[config.mk]
export PLATFORM = sky130hd
export DESIGN_NAME = clipped_line_rasterizer
export DESIGN_NICKNAME = d
export VERILOG_FILES = /design/src/design/clr_pkg.sv /design/src/design/clr_line_setup.sv /design/src/design/clipped_line_rasterizer.sv
export SDC_FILE = /design/constraint.sdc
export NUM_CORES = 1
export LEC_CHECK = 0
export BUFFER_PORTS_ARGS = -buffer_cell sky130_fd_sc_hd__clkbuf_2
export CORE_MARGIN = 4
export CORE_UTILIZATION = 30
export CTS_CLUSTER_DIAMETER = 150
export CTS_CLUSTER_SIZE = 40
export DETAILED_ROUTE_END_ITERATION = 10
export PLACE_DENSITY = 0.55
export SLEW_MARGIN = 20
export SYNTH_ARGS = -nofsm -noshare
export SYNTH_HDL_FRONTEND = slang
export SYNTH_SLANG_ARGS = --single-unit
[constraint.sdc]
create_clock -name clk_i -period 8 [get_ports clk_i]
set_input_delay 1.2 -clock clk_i [delete_from_list [all_inputs] [get_ports clk_i]]
set_output_delay 1.2 -clock clk_i [all_outputs]
set_load 0.03 [all_outputs]
[src/design/clr_pkg.sv]
// ----------------------------------------------------------------------------
// clr_pkg: shared types and codes of the clipped line rasterizer
// Holds the line state record, the item mode codes and the register indexes.
// ----------------------------------------------------------------------------
package clr_pkg;

  // Width of the configuration register index
  localparam int unsigned CfgIdxW = 3;

  // Item modes
  localparam logic MODE_LOAD    = 1'b0;
  localparam logic MODE_ADVANCE = 1'b1;

  // Configuration register indexes
  localparam logic [CfgIdxW-1:0] CFG_CLIP_LEFT   = 3'd0;
  localparam logic [CfgIdxW-1:0] CFG_CLIP_TOP    = 3'd1;
  localparam logic [CfgIdxW-1:0] CFG_CLIP_WIDTH  = 3'd2;
  localparam logic [CfgIdxW-1:0] CFG_CLIP_HEIGHT = 3'd3;
  localparam logic [CfgIdxW-1:0] CFG_SHIFT_X     = 3'd4;
  localparam logic [CfgIdxW-1:0] CFG_SHIFT_Y     = 3'd5;

  // Line walker state: next pixel, end of the major axis, deltas, direction
  typedef struct packed {
    logic signed [15:0] cur_x;
    logic signed [15:0] cur_y;
    logic signed [15:0] major_end;
    logic [15:0]        delta_major;
    logic [15:0]        delta_minor;
    logic               x_major;
    logic               minor_down;
  } line_t;

endpackage

[src/design/clr_line_setup.sv]
// ----------------------------------------------------------------------------
// clr_line_setup: endpoint translation and line setup
// Offsets both endpoints, picks the major axis, orders the endpoints so the
// major coordinate runs upward and derives the absolute deltas.
// ----------------------------------------------------------------------------
module clr_line_setup (
  input  logic signed [14:0] start_x_i,
  input  logic signed [14:0] start_y_i,
  input  logic signed [14:0] end_x_i,
  input  logic signed [14:0] end_y_i,
  input  logic signed [14:0] shift_x_i,
  input  logic signed [14:0] shift_y_i,
  output clr_pkg::line_t     line_o
);

  logic signed [15:0] x1, y1, x2, y2;
  logic signed [16:0] dx_s, dy_s;
  logic [15:0]        dx, dy;
  logic               x_major, swap;
  logic signed [15:0] ax, ay, bx, by;

  // Translate endpoints
  assign x1 = {start_x_i[14], start_x_i} + {shift_x_i[14], shift_x_i};
  assign y1 = {start_y_i[14], start_y_i} + {shift_y_i[14], shift_y_i};
  assign x2 = {end_x_i[14], end_x_i} + {shift_x_i[14], shift_x_i};
  assign y2 = {end_y_i[14], end_y_i} + {shift_y_i[14], shift_y_i};

  // Absolute deltas
  assign dx_s = {x2[15], x2} - {x1[15], x1};
  assign dy_s = {y2[15], y2} - {y1[15], y1};
  assign dx   = dx_s[16] ? 16'(-dx_s) : dx_s[15:0];
  assign dy   = dy_s[16] ? 16'(-dy_s) : dy_s[15:0];

  // Ties go y-major; order endpoints upward along the major axis
  assign x_major = dx > dy;
  assign swap    = x_major ? (x1 > x2) : (y1 > y2);
  assign ax      = swap ? x2 : x1;
  assign ay      = swap ? y2 : y1;
  assign bx      = swap ? x1 : x2;
  assign by      = swap ? y1 : y2;

  always_comb begin
    line_o.cur_x       = ax;
    line_o.cur_y       = ay;
    line_o.x_major     = x_major;
    line_o.major_end   = x_major ? bx : by;
    line_o.delta_major = x_major ? dx : dy;
    line_o.delta_minor = x_major ? dy : dx;
    line_o.minor_down  = x_major ? !(ay < by) : !(ax < bx);
  end

endmodule

[src/design/clipped_line_rasterizer.sv]
// ----------------------------------------------------------------------------
// clipped_line_rasterizer: Bresenham line walker with offset and clip flag
// Load items start a line and emit its first pixel; advance items emit the
// next pixel of the line in progress.
// ----------------------------------------------------------------------------
// The block takes one item per clock while the output is not stalled and
// returns one result per item. An accepted item is set up (endpoint offset,
// axis choice, deltas) into the input register; once the output register can
// take a result, one Bresenham step of the shared line state produces the
// result into the output register. Back-to-back items stream at one per clock
// as long as the consumer keeps ready high. The offsets are applied when a load
// item is accepted and the clip registers are read for every pixel; change them
// only while the block is idle. An advance with no line in progress returns a
// result with valid_res low and all other fields zero.
module clipped_line_rasterizer (
  input  logic                          clk_i,
  input  logic                          rst_ni,
  // item input
  input  logic                          in_valid_i,
  output logic                          in_ready_o,
  input  logic                          mode_i,
  input  logic signed [14:0]            start_x_i,
  input  logic signed [14:0]            start_y_i,
  input  logic signed [14:0]            end_x_i,
  input  logic signed [14:0]            end_y_i,
  // result output
  output logic                          out_valid_o,
  input  logic                          out_ready_i,
  output logic signed [15:0]            pixel_x_o,
  output logic signed [15:0]            pixel_y_o,
  output logic                          inside_res_o,
  output logic                          valid_res_o,
  output logic                          last_o,
  // configuration writes
  input  logic                          cfg_valid_i,
  output logic                          cfg_ready_o,
  input  logic [clr_pkg::CfgIdxW-1:0]   cfg_idx_i,
  input  logic [14:0]                   cfg_data_i
);

  // Configuration registers
  logic [14:0]        clip_left_q, clip_top_q, clip_width_q, clip_height_q;
  logic signed [14:0] shift_x_q, shift_y_q;

  // Input stage
  logic               in_valid_q;
  logic               in_mode_q;
  clr_pkg::line_t     in_line_q;
  clr_pkg::line_t     setup_line;

  // Line state
  logic               active_q, active_d;
  clr_pkg::line_t     line_q, line_d;
  logic signed [17:0] err_q, err_d;

  // Output stage
  logic               out_valid_q;
  logic signed [15:0] pix_x_q, pix_y_q;
  logic               inside_q, vres_q, last_q;
  logic signed [15:0] pix_x_d, pix_y_d;
  logic               inside_d, vres_d, last_d;

  // Step datapath
  logic               proc;
  logic               is_load, live, fin, take;
  clr_pkg::line_t     ln;
  logic signed [17:0] err_cur, err_sum;
  logic signed [18:0] two_err;
  logic signed [15:0] major_cur, minor_cur, minor_next;
  logic [15:0]        right_edge, bottom_edge;
  logic               in_clip;

  assign cfg_ready_o = 1'b1;

  // Write configuration registers; unknown indexes are dropped
  always_ff @(posedge clk_i or negedge rst_ni) begin
    if (!rst_ni) begin
      clip_left_q   <= '0;
      clip_top_q    <= '0;
      clip_width_q  <= '0;
      clip_height_q <= '0;
      shift_x_q     <= '0;
      shift_y_q     <= '0;
    end else if (cfg_valid_i && cfg_ready_o) begin
      unique case (cfg_idx_i)
        clr_pkg::CFG_CLIP_LEFT:   clip_left_q   <= cfg_data_i;
        clr_pkg::CFG_CLIP_TOP:    clip_top_q    <= cfg_data_i;
        clr_pkg::CFG_CLIP_WIDTH:  clip_width_q  <= cfg_data_i;
        clr_pkg::CFG_CLIP_HEIGHT: clip_height_q <= cfg_data_i;
        clr_pkg::CFG_SHIFT_X:     shift_x_q     <= cfg_data_i;
        clr_pkg::CFG_SHIFT_Y:     shift_y_q     <= cfg_data_i;
        default: ;
      endcase
    end
  end

  // Set up the line from the raw endpoints on the way in
  clr_line_setup u_setup (
    .start_x_i (start_x_i),
    .start_y_i (start_y_i),
    .end_x_i   (end_x_i),
    .end_y_i   (end_y_i),
    .shift_x_i (shift_x_q),
    .shift_y_i (shift_y_q),
    .line_o    (setup_line)
  );

  // Advance the input stage whenever the output stage can take a result
  assign proc       = in_valid_q && (!out_valid_q || out_ready_i);
  assign in_ready_o = !in_valid_q || proc;

  always_ff @(posedge clk_i or negedge rst_ni) begin
    if (!rst_ni) begin
      in_valid_q <= 1'b0;
    end else if (in_ready_o) begin
      in_valid_q <= in_valid_i;
    end
  end

  always_ff @(posedge clk_i) begin
    if (in_valid_i && in_ready_o) begin
      in_mode_q <= mode_i;
      in_line_q <= setup_line;
    end
  end

  // Pick the line to step: a fresh load or the line in progress
  assign is_load = (in_mode_q == clr_pkg::MODE_LOAD);
  assign ln      = is_load ? in_line_q : line_q;
  assign err_cur = is_load ? '0 : err_q;
  assign live    = is_load || active_q;

  // Final pixel when the major coordinate reaches its end
  assign major_cur = ln.x_major ? ln.cur_x : ln.cur_y;
  assign minor_cur = ln.x_major ? ln.cur_y : ln.cur_x;
  assign fin       = major_cur >= ln.major_end;

  // Clip test against left+width and top+height without wrap
  assign right_edge  = {1'b0, clip_left_q} + {1'b0, clip_width_q};
  assign bottom_edge = {1'b0, clip_top_q} + {1'b0, clip_height_q};
  assign in_clip = ($signed({ln.cur_x[15], ln.cur_x}) >= $signed({2'b00, clip_left_q}))
                && ($signed({ln.cur_y[15], ln.cur_y}) >= $signed({2'b00, clip_top_q}))
                && ($signed({ln.cur_x[15], ln.cur_x}) <  $signed({1'b0, right_edge}))
                && ($signed({ln.cur_y[15], ln.cur_y}) <  $signed({1'b0, bottom_edge}));

  // Bresenham error update and minor-axis step
  assign err_sum    = err_cur + $signed({2'b00, ln.delta_minor});
  assign two_err    = {err_sum, 1'b0};
  assign take       = two_err >= $signed({3'b000, ln.delta_major});
  assign minor_next = take ? (ln.minor_down ? minor_cur - 16'sd1 : minor_cur + 16'sd1)
                           : minor_cur;

  always_comb begin
    line_d = ln;
    if (ln.x_major) begin
      line_d.cur_x = ln.cur_x + 16'sd1;
      line_d.cur_y = minor_next;
    end else begin
      line_d.cur_y = ln.cur_y + 16'sd1;
      line_d.cur_x = minor_next;
    end
    err_d    = take ? err_sum - $signed({2'b00, ln.delta_major}) : err_sum;
    active_d = live ? !fin : active_q;
  end

  // Result fields; an advance with no line gives an all-zero beat
  always_comb begin
    pix_x_d  = live ? ln.cur_x : '0;
    pix_y_d  = live ? ln.cur_y : '0;
    inside_d = live && in_clip;
    vres_d   = live;
    last_d   = live && fin;
  end

  // Update line state
  always_ff @(posedge clk_i or negedge rst_ni) begin
    if (!rst_ni) begin
      active_q <= 1'b0;
    end else if (proc) begin
      active_q <= active_d;
    end
  end

  always_ff @(posedge clk_i) begin
    if (proc && live) begin
      line_q <= line_d;
      err_q  <= err_d;
    end
  end

  // Output register
  always_ff @(posedge clk_i or negedge rst_ni) begin
    if (!rst_ni) begin
      out_valid_q <= 1'b0;
    end else if (proc) begin
      out_valid_q <= 1'b1;
    end else if (out_ready_i) begin
      out_valid_q <= 1'b0;
    end
  end

  always_ff @(posedge clk_i) begin
    if (proc) begin
      pix_x_q  <= pix_x_d;
      pix_y_q  <= pix_y_d;
      inside_q <= inside_d;
      vres_q   <= vres_d;
      last_q   <= last_d;
    end
  end

  assign out_valid_o  = out_valid_q;
  assign pixel_x_o    = pix_x_q;
  assign pixel_y_o    = pix_y_q;
  assign inside_res_o = inside_q;
  assign valid_res_o  = vres_q;
  assign last_o       = last_q;

`ifndef SYNTH
  // An empty beat carries all-zero fields
  a_empty_zero: assert property (@(posedge clk_i) disable iff (!rst_ni)
    out_valid_o && !valid_res_o |->
      pixel_x_o == 16'sd0 && pixel_y_o == 16'sd0 && !inside_res_o && !last_o)
    else $error("empty result beat has nonzero fields");

  // A load always yields a pixel
  a_load_pixel: assert property (@(posedge clk_i) disable iff (!rst_ni)
    proc && is_load |=> out_valid_o && valid_res_o)
    else $error("load item produced no pixel");

  // The final pixel ends the line
  a_last_ends: assert property (@(posedge clk_i) disable iff (!rst_ni)
    proc && last_d |=> !active_q)
    else $error("line still active after its last pixel");

  // The walker never passes the end of the major axis
  a_major_bound: assert property (@(posedge clk_i) disable iff (!rst_ni)
    active_q |->
      (line_q.x_major ? line_q.cur_x : line_q.cur_y) <= line_q.major_end)
    else $error("major coordinate beyond line end");
`endif

endmodule
==> run summary <==
Synth Instances -> 2630
Tmin final -> 7750 ps
Syn Nets -> 2997
CTS tree -> built
grt ovf -> 0
final hold slack -> 522 ps
Post-CTS Hold Fix Bufs -> 0
Finished Layout Cells -> 4091
Worst Hold Class -> reg -> reg
cell area after synthesis -> 0.0252 mm²
status -> complete, no violations
core area -> 0.0836 mm²
CTS H-tree depth -> 1
Slew @ Worst Pin -> 967 ps
drt drc -> 0
Post-synth ARST share -> 29.9%
hold path startpoint -> in_valid_q$_DFFE_PN0N_
Layout area overhead -> 18.4%
Multi-input gate area -> 0.0155 mm²
Final Wtd Congestion -> 0.949
post-synthesis cell type with the largest combined area -> edfxtp_1
fin crit share -> 96.9%
Antenna Nets Post-Route -> 0
slowest stage delay, CP -> 440 ps
maxcap violations -> 0
Yosys cell types -> 108
# placed instances -> 4069
CP Launch Type -> input port
Die Y -> 298 µm
largest net degree at the start of global routing -> 76
Fin. Hold Viols -> 0
YS warnings -> 0
critical path type -> in -> reg
I/O pin cnt -> 122
Critical Path RT -> 8300 ps
port buffer count -> 120
vias -> 21119
r2r worst-path depth -> 30
CP max-delay cell -> a2111oi_4
final setup vio count -> 0
Nets -> 3372
TritonCTS Buffers -> 12
vias in the first global route -> 19731
initial drt markers -> 1618
top-count cell post-synth -> ha_1
drt wl/cell -> 19.3 µm
Global Route Usage Sum -> 17.1%
RR Startpoint -> shift_x_q[1]$_DFFE_PN0P_
Die W -> 298 µm
n_diodes -> 0
Placement Cell Area -> 0.0294 mm²
Pre-Repair DR Iteration Count -> 5
GRT met1 Usage -> 27.0%
maximum root-to-sink buffer count -> 3
TritonCTS Sinks -> 311
Post-synth EDFFs -> 218
Worst Clk Skew -> 52.4 ps
synth cell count leaders -> ha_1 (272), edfxtp_1 (218), a21oi_1 (199), nor2_1 (193), inv_1 (185)
Root Driver -> clkbuf_16
Yosys reg bits -> 311
fmax -> 129 MHz
Most Crowded Layer GR -> met1
area share of the largest cell type after synthesis -> 25.9%
top post-synthesis cells by area -> edfxtp_1 (26%), ha_1 (13%), dfrtp_1 (9.2%)
Hold Path Cell Cnt -> 1
Final Instance Area -> 0.0299 mm²
met3 Use GR -> 1.46%
Pins Over Slew Limit -> 0
RR Endpoint -> in_line_q[0]$_DFFE_PP_
CTS clk-pin slew, worst paths -> 150 ps
first-pass GRT wire length -> 119000 µm
Core Rows -> 106
area of the die -> 0.0888 mm²
Main synth FF type -> edfxtp_1
synthesized area per cell -> 9.60 µm²
Reg2Reg Setup Slack -> 370 ps
Starting Density -> 30.2%
worst-path fanout max -> 8
clock latency on the worst-skew pair -> 560 ps
fillers -> 8518
layout cells sized above 1 -> 21.4%
Worst Path Arrival -> 8060 ps
DPL Wire Length -> 64100 µm
GR Layer Usage met2 -> 25.6%
Vias per Instance -> 5.16
FF+latch area -> 0.00887 mm²
antenna violations before repair -> 1
Crit. End Element -> register
Hold Path Sink -> out_valid_o$_DFFE_PN0P_
Max-slew headroom -> 35.2%
Routed WL -> 79000 µm
Seq/Total Area, Yosys -> 35.2%
## cell usage in the layout, fill, tap and decap left out, types with 9 or more instances in the layout
| cell type | count |
|---|---|
| a21o_1 | 49 |
| and3_1 | 18 |
| nand4_1 | 26 |
| or2_2 | 10 |
| inv_1 | 185 |
| clkbuf_2 | 119 |
| dfrtp_1 | 93 |
| o21bai_1 | 36 |
| nor3_1 | 47 |
| xor2_1 | 54 |
| mux2_2 | 92 |
| nand2b_1 | 27 |
| buf_4 | 324 |
| or3_1 | 14 |
| mux2i_1 | 107 |
| a21oi_1 | 194 |
| o211ai_1 | 11 |
| o21ai_1 | 12 |
| xnor2_2 | 10 |
| nor4_1 | 15 |
| o22ai_1 | 15 |
| xnor2_1 | 100 |
| o21a_1 | 40 |
| edfxtp_1 | 218 |
| nand3_1 | 50 |
| and2_1 | 35 |
| nor2b_1 | 24 |
| o31ai_1 | 10 |
| o21ai_0 | 163 |
| clkbuf_16 | 13 |
| ha_1 | 272 |
| a211oi_1 | 34 |
| nand2_1 | 182 |
| fa_1 | 9 |
| nor2_1 | 190 |
| a31oi_1 | 18 |
| o31a_1 | 11 |
## cell families after synthesis
family | after synthesis | share of synthesized area (%)
compound gates | 709 | 18.5
xor+xnor | 167 | 6.14
fa+ha+maj | 288 | 14.6
buf+inv | 273 | 4.18
flops | 311 | 35.2
mux | 203 | 8.57
other cells | 1 | 0.0149
simple gates | 678 | 12.9
## how the worst max path moves through the flow
stage                  from                     end  cells past startpoint
4_1_cts        start_x_i[0]  in_line_q[0]$_DFFE_PP_                     31
3_5_place_dp   start_x_i[0]  in_line_q[0]$_DFFE_PP_                     31
5_1_grt          end_x_i[1]  in_line_q[0]$_DFFE_PP_                     35
2_1_floorplan  start_y_i[8]  in_line_q[0]$_DFFE_PP_                     34
3_3_place_gp   start_x_i[0]  in_line_q[0]$_DFFE_PP_                     32
6_report       start_x_i[0]  in_line_q[0]$_DFFE_PP_                     32
## worst max-delay path, delay by kind of cell
kind                     cells  cell delay, ps
AND/OR/NAND/NOR              1             130
adder cells (fa/ha/maj)      3             870
XOR/XNOR                     2             550
buffers and inverters        5             630
multiplexers                 2             520
AO/OA/AOI/OAI               19            4130
## layout make-up
class                      count  share of cell area [%]
clock buffer                  16                    1.13
clock inverter                 4                   0.205
inverter                     190                    2.39
multi-input combinational   2046                    51.9
sequential                   311                    29.7
tap                         1080                    4.52
timing repair buffer         444                    10.2
## timing repair
item,CTS,global route
hold endpoints to repair,0,0
buffers inserted,0,2
endpoints found under the setup margin,0,13
gates resized for setup,0,24
## registers in the layout, summed over array words and instances (netlist names), 15 cells and up
name / flops
line_q: 82
shift_y_q: 15
clip_height_q: 15
clip_top_q: 15
pixel_x_o: 16
clip_width_q: 15
err_q: 18
shift_x_q: 15
clip_left_q: 15
in_line_q: 82
pixel_y_o: 16
## through the flow
step / utilization, % / setup slack (ps) / setup TNS (ps)
finish: 35.8 / 248 / 0
CTS: 35.6 / 100 / 0
detailed placement: 35.1 / -469 / -1410
floorplan: - / 2.27 / 0
global placement: 35.1 / -423 / -1170
global route: 35.8 / -5.92 / -5.92
## per-layer routing
metal	vias up	wire, µm
li1	10388	-
met1	10113	40500
met2	560	33100
met3	58	4210
met4	0	1080
met5	-	0
Power is not shown: default switching activity piles up to over one toggle a cycle in this logic, so the estimate is an artifact.
